<file path="src/rtl/core/obdhr_pkg.sv">
// Package for the OBD mode 01 response decoder: PID codes, request kinds,
// and the ASCII hex digit decode. No dependencies.
package obdhr_pkg;

    localparam logic [7:0] HdrMode01   = 8'h41;
    localparam logic [7:0] PidRpm      = 8'h0C;
    localparam logic [7:0] PidSpeed    = 8'h0D;
    localparam logic [7:0] PidCoolant  = 8'h05;
    localparam logic [7:0] CharNul     = 8'h00;
    localparam logic [2:0] KeepMax     = 3'd4;
    localparam logic signed [14:0] TempOffset = 15'sd40;

    // Requested PID kind
    typedef enum logic [1:0] {
        REQ_RPM     = 2'd0,
        REQ_SPEED   = 2'd1,
        REQ_COOLANT = 2'd2
    } t_req_type;

    typedef struct packed {
        logic       ok;
        logic [3:0] val;
    } t_hex_digit;

    // Decode one ASCII character as a hex digit
    function automatic t_hex_digit hex_decode(input logic [7:0] c);
        t_hex_digit d;
        d.ok  = 1'b1;
        d.val = 4'h0;
        if (c >= 8'h30 && c <= 8'h39) begin
            d.val = 4'(c - 8'h30);
        end else if (c >= 8'h41 && c <= 8'h46) begin
            d.val = 4'(c - 8'h37);
        end else if (c >= 8'h61 && c <= 8'h66) begin
            d.val = 4'(c - 8'h57);
        end else begin
            d.ok = 1'b0;
        end
        return d;
    endfunction

endpackage

</file>
<file path="src/rtl/core/obd_hex_response_decoder.sv">
// OBD mode 01 response decoder: parses ASCII hex pairs, checks header, scales.
// Depends on obdhr_pkg.
//
//  channel   | direction | handshake          | payload
//  ----------+-----------+--------------------+------------------------------------
//  request   | in        | i_valid / o_ready  | i_char_in, i_req_type, i_end_of_reply
//  result    | out       | o_valid / i_ready  | o_reading, o_reading_valid
//
// One character is taken every cycle while o_ready is high; the character is
// parsed in the cycle it arrives. A reply's result is registered on its last
// character and shows on o_valid. A two-entry output buffer (result register plus
// skid register) lets characters keep flowing while a result waits; o_ready
// drops only when both entries are full. Reset clears the parse state and
// both buffer entries; the kept bytes are undefined until written.
module obd_hex_response_decoder
    import obdhr_pkg::*;
(
    input  logic               i_clk,
    input  logic               i_rst_n,
    input  logic               i_valid,
    output logic               o_ready,
    input  logic [7:0]         i_char_in,
    input  logic [1:0]         i_req_type,
    input  logic               i_end_of_reply,
    output logic               o_valid,
    input  logic               i_ready,
    output logic signed [14:0] o_reading,
    output logic               o_reading_valid
);

    // Parse state
    logic [3:0] r_first, n_first;
    logic       r_half,  n_half;
    logic [2:0] r_pairs, n_pairs;
    logic       r_term,  n_term;
    logic [7:0] r_kept [4];
    logic [7:0] n_kept [4];

    // Output buffer
    logic               r_out_valid, r_skid_valid;
    logic signed [14:0] r_out_reading, r_skid_reading;
    logic               r_out_ok, r_skid_ok;

    t_hex_digit         hex;
    logic [7:0]         pair_byte;
    logic               in_acc, out_acc, out_free;
    logic [7:0]         want_pid;
    logic [2:0]         need;
    logic               res_ok;
    logic signed [14:0] res_reading;

    assign in_acc   = i_valid && o_ready;
    assign out_acc  = r_out_valid && i_ready;
    assign out_free = !r_out_valid || out_acc;

    assign o_ready         = !r_skid_valid;
    assign o_valid         = r_out_valid;
    assign o_reading       = r_out_reading;
    assign o_reading_valid = r_out_ok;

    // Parse the incoming character into the next parse state
    always_comb begin
        hex       = hex_decode(i_char_in);
        n_first   = r_first;
        n_half    = r_half;
        n_pairs   = r_pairs;
        n_term    = r_term;
        n_kept    = r_kept;
        pair_byte = hex.ok ? {r_first, hex.val} : {4'h0, r_first};
        if (!r_term) begin
            if (i_char_in == CharNul) begin
                n_term = 1'b1;
                n_half = 1'b0;
            end else if (!r_half) begin
                if (hex.ok) begin
                    n_first = hex.val;
                    n_half  = 1'b1;
                end
            end else begin
                n_half = 1'b0;
                if (r_pairs < KeepMax) begin
                    n_kept[r_pairs[1:0]] = pair_byte;
                    n_pairs              = r_pairs + 3'd1;
                end
            end
        end
    end

    // Check header and scale the reading from the updated bytes
    always_comb begin
        case (i_req_type)
            REQ_RPM: begin
                want_pid = PidRpm;
                need     = 3'd4;
            end
            REQ_SPEED: begin
                want_pid = PidSpeed;
                need     = 3'd3;
            end
            REQ_COOLANT: begin
                want_pid = PidCoolant;
                need     = 3'd3;
            end
            default: begin
                want_pid = 8'h00;
                need     = 3'd0;
            end
        endcase
        res_ok = (need != 3'd0) && (n_pairs >= need)
                 && (n_kept[0] == HdrMode01) && (n_kept[1] == want_pid);
        res_reading = 15'sd0;
        if (res_ok) begin
            case (i_req_type)
                REQ_RPM:   res_reading = $signed({1'b0, n_kept[2], n_kept[3][7:2]});
                REQ_SPEED: res_reading = $signed({7'b0, n_kept[2]});
                default:   res_reading = $signed({7'b0, n_kept[2]}) - TempOffset;
            endcase
        end
    end

    // Advance parse state; clear it after the last character of a reply
    always_ff @(posedge i_clk) begin
        if (!i_rst_n) begin
            r_first <= 4'h0;
            r_half  <= 1'b0;
            r_pairs <= 3'd0;
            r_term  <= 1'b0;
        end else if (in_acc) begin
            if (i_end_of_reply) begin
                r_first <= 4'h0;
                r_half  <= 1'b0;
                r_pairs <= 3'd0;
                r_term  <= 1'b0;
            end else begin
                r_first <= n_first;
                r_half  <= n_half;
                r_pairs <= n_pairs;
                r_term  <= n_term;
            end
        end
    end

    // Kept bytes carry no reset
    always_ff @(posedge i_clk) begin
        if (in_acc) begin
            r_kept <= n_kept;
        end
    end

    // Output buffer control: fill result register first, else hold in skid
    always_ff @(posedge i_clk) begin
        if (!i_rst_n) begin
            r_out_valid  <= 1'b0;
            r_skid_valid <= 1'b0;
        end else begin
            if (out_free) begin
                if (r_skid_valid) begin
                    r_out_valid  <= 1'b1;
                    r_skid_valid <= 1'b0;
                end else begin
                    r_out_valid <= in_acc && i_end_of_reply;
                end
            end else if (in_acc && i_end_of_reply) begin
                r_skid_valid <= 1'b1;
            end
        end
    end

    // Output buffer data
    always_ff @(posedge i_clk) begin
        if (out_free) begin
            if (r_skid_valid) begin
                r_out_reading <= r_skid_reading;
                r_out_ok      <= r_skid_ok;
            end else begin
                r_out_reading <= res_reading;
                r_out_ok      <= res_ok;
            end
        end else if (in_acc && i_end_of_reply) begin
            r_skid_reading <= res_reading;
            r_skid_ok      <= res_ok;
        end
    end

    // Skid entry is only used behind a held result
    a_skid_behind_out: assert property (@(posedge i_clk) disable iff (!i_rst_n)
        r_skid_valid |-> r_out_valid)
        else $error("skid entry valid while result register empty");

    // Byte count never passes the keep limit
    a_pairs_sat: assert property (@(posedge i_clk) disable iff (!i_rst_n)
        r_pairs <= KeepMax)
        else $error("byte count above keep limit");

    // Invalid replies read as zero
    a_invalid_zero: assert property (@(posedge i_clk) disable iff (!i_rst_n)
        (o_valid && !o_reading_valid) |-> (o_reading == 15'sd0))
        else $error("invalid result with nonzero reading");

    // Last character yields a result and a cleared parse state
    a_end_result: assert property (@(posedge i_clk) disable iff (!i_rst_n)
        (in_acc && i_end_of_reply) |=> (o_valid && r_pairs == 3'd0 && !r_half && !r_term))
        else $error("last character did not produce result or clear state");

    // Non-final characters never create a result on an empty buffer
    a_no_spurious: assert property (@(posedge i_clk) disable iff (!i_rst_n)
        (!r_out_valid && !(in_acc && i_end_of_reply)) |=> !o_valid)
        else $error("result appeared without a last character");

endmodule

</file>
<file path="config.mk">
export PLATFORM = sky130hd
export DESIGN_NAME = obd_hex_response_decoder
export DESIGN_NICKNAME = d
export VERILOG_FILES = /design/src/rtl/core/obdhr_pkg.sv /design/src/rtl/core/obd_hex_response_decoder.sv
export SDC_FILE = /design/constraint.sdc
export NUM_CORES = 1
export LEC_CHECK = 0
export BUFFER_PORTS_ARGS = -buffer_cell sky130_fd_sc_hd__buf_4
export CAP_MARGIN = 10
export CORE_ASPECT_RATIO = 0.5
export CORE_MARGIN = 8
export CORE_UTILIZATION = 45
export CTS_CLUSTER_SIZE = 40
export DETAILED_ROUTE_END_ITERATION = 10
export GPL_TIMING_DRIVEN = 0
export PLACE_DENSITY = 0.62
export SLEW_MARGIN = 25
export SYNTH_ARGS = -nofsm -noshare
export SYNTH_HDL_FRONTEND = slang
export SYNTH_SLANG_ARGS = --single-unit
</file>
<file path="constraint.sdc">
create_clock -name i_clk -period 4.2 [get_ports i_clk]
set_clock_uncertainty 0.05 [all_clocks]
set_input_delay 0.84 -clock i_clk [delete_from_list [all_inputs] [get_ports i_clk]]
set_output_delay 0.84 -clock i_clk [all_outputs]
set_load 0.02 [all_outputs]
</file>
==> flow_summary.yaml <==
status:
  run_status: "completed"
cells_and_area:
  antenna_cells: 0
  drive_gt1_frac: 0.185
  nets: 473
  n_fill_cell: 844
  fin_util: 0.528
  mostFrequentLayoutCell: "edfxtp_1"
  final_cell_mix: "62 x edfxtp_1, 48 x nand2_1, 34 x nor2_1, 30 x buf_4, 27 x o21ai_0"
  synthToLayoutAreaGrowth_pct: 16.3
sta:
  period_share: 0.945
  finalHoldViolations: 0
  hold_slack_ns: 0.475
  period_minus_slack_ns: 3.97
  layout_setup_ws_ns: 0.233
  relSlewSlack: 0.404
  fmax_ghz: 0.252
  final_max_slew_viol_count: 0
  tightest_slew_ns: 0.888
  setup-violations-final: 0
  fin_tns_setup_ns: 0
global_routing:
  antenna_found_initial: 0
  grt_pass1_vias: 2873
  track_usage: 0.152
  grt_pass1_wl_mm: 15.5
  grt_max_degree: 28
  grt_remaining_overflow: 0
setup_path:
  arrival_ns: 4.07
  path_max_fanout: 10
  end_kind: "flop"
  startpoint: "i_char_in[0]"
  r2r_cells: 12
  crit_required_ns: 4.31
  crit_type: "in -> reg"
  r2r_slack_ns: 0.56
  cp-start-kind: "input port"
  reg2reg_from: "r_half"
  timing.rr.end: "o_reading[7]"
  crit_path_end: "o_reading[7]"
synthesis:
  netlist_area_um2: 4210
  yosysWarnings: 0
  synth_nets: 431
  syn_avg_cell_area_um2: 10.5
  synth-main-ff-cell: "edfxtp_1"
  synthArstFlopShare: 0
  syn_inst: 402
  synthDistinctLibCells: 67
  synth_seq_cells: 73
  yosys.area.top_type: "edfxtp_1"
  synth_area_leaders: "edfxtp_1 44%, dfxtp_1 5.2%, nand2_1 4.3%, ha_1 4.2%, o31ai_2 4.2%"
  synth-seq-area-share: 0.495
  yosysTopAreaCellShare: 0.443
  synth-edff-count: 62
placement:
  port_buffers: 30
  post-place-ws_ns: -0.426
  gp_congestion: 0.879
  place.detailed.hpwl_mm: 7.06
power:
  p_total_uw: 1700
  p_per_area_nw_per_um2: 347
  ir_drop_v: 0.000191
  p_leak_uw: 0.00179
clock_tree:
  clock_path_buffers: 2
  clkLatencyLatePin_ns: 0.33
  htreeDepth: 3
  cts_setup_buffers: 0
  cts_tree: "yes"
  cts.root.buffer_cell: "clkbuf_16"
  path_clk_slew_ns: 0.06
  cts_buffers: 9
  cts_num_sinks: 73
routing:
  wl_per_cell_um: 17.1
  vias_per_cell: 5.36
  vias: 3057
  first_pass_iters: 4
  drc: 0
  routed_wl_mm: 9.74
  drt-initial-drc-count: 219
  antenna_left: 0
floorplanning:
  core.rowCount: 25
  die-area_um2: 12900
  core_um2: 9260
  initial_core_util: 0.454
  ioPinCount: 33
  die_h_um: 84.4
  fp.dieW_um: 153
min_path:
  min_path_type: "reg -> reg"
job:
  drv_cap: 0
[power by group]
part / total, uW / leakage [uW] / internal, uW / switching [uW]
Clock: 699 / 0.000127 / 398 / 301
Combinational: 175 / 0.000974 / 65.6 / 109
Sequential: 822 / 0.000686 / 813 / 9.74
[cell type report]
cell class,instances,area [um^2],share of cell area
Buffer,24,110,0.0225
Inverter,21,78.8,0.0161
Multi-Input combinational cell,284,1950,0.399
Clock inverter,7,45.0,0.00921
Sequential cell,73,2080,0.426
Timing Repair Buffer,31,245,0.0501
Clock buffer,9,225,0.0460
Tap cell,121,151,0.0309
[cells in the mapped netlist (4+ instances only)]
master    instances
nor3_1            9
edfxtp_1         62
o21a_1            4
a21oi_1          13
inv_1            21
a22oi_1           7
o31ai_2          14
nand2b_1          4
nor2_1           35
nor2b_1           6
xnor2_1           4
mux2i_1           7
clkbuf_1         18
ha_1             14
dfxtp_1          11
o21ai_0          27
nand2_1          48
o21ai_1           7
a21boi_0          9
a21o_1            4
[metrics by stage]
step / std cells / area (um^2)
finish: 570 / 4890
global route: 570 / 4890
CTS: 570 / 4880
detailed placement: 554 / 4610
global placement: 553 / 4580
floorplan: 402 / 4210
[per-layer routing]
layer / track usage / routed length, um
met4: 0.0437 / 92
met5: 0 / 0
met1: 0.215 / 5050
met3: 0.0502 / 530
met2: 0.215 / 4060
[kinds of logic after synthesis]
kind of cell	share of synthesized area
adders and majority gates	0.0416
buffers and inverters	0.0446
AOI/OAI and AO/OA	0.214
muxes	0.0247
and+or+nand+nor	0.168
xor gates and xnor gates	0.0125
DFF	0.495
[sequential cells by signal, indices dropped and copies added, names as in the netlist]
name	flops
r_skid_valid	1
r_half	1
r_kept	30
r_skid_reading	15
o_valid	1
r_first	4
r_skid_ok	1
o_reading_valid	1
r_term	1
o_reading	15
r_pairs	3
[repair_timing]
action	4_1_cts	5_1_grt
pin swaps	0	0
hold buffers	0	0
gates resized for setup	1	1
endpoints found under the setup margin	13	9
[worst min path at each step]
stage	slack, ns	cells after the start	start	end
6_report	0.48	2	r_skid_reading[5]	o_reading[5]
5_1_grt	0.49	2	r_skid_reading[5]	o_reading[5]
4_1_cts	0.48	2	r_skid_reading[5]	o_reading[5]
3_5_place_dp	0.47	2	r_skid_reading[5]	o_reading[5]
3_3_place_gp	0.46	2	r_skid_reading[6]	o_reading[6]
2_1_floorplan	0.45	2	r_skid_reading[0]	o_reading[0]
[critical path, stage by stage]
cell and delay (ns):
buf_4 0.09, buf_2 0.21, inv_1 0.09, ha_1 0.25, nor4b_4 0.16, a21boi_1 0.42, o21ai_0 0.23, ha_1 0.33
a21o_1 0.11, a21oi_1 0.07, a2111oi_0 0.36, o21ai_0 0.18, nand4b_4 0.27, buf_6 0.21, o31ai_2 0.25
Power figures use the tool's default switching activity.
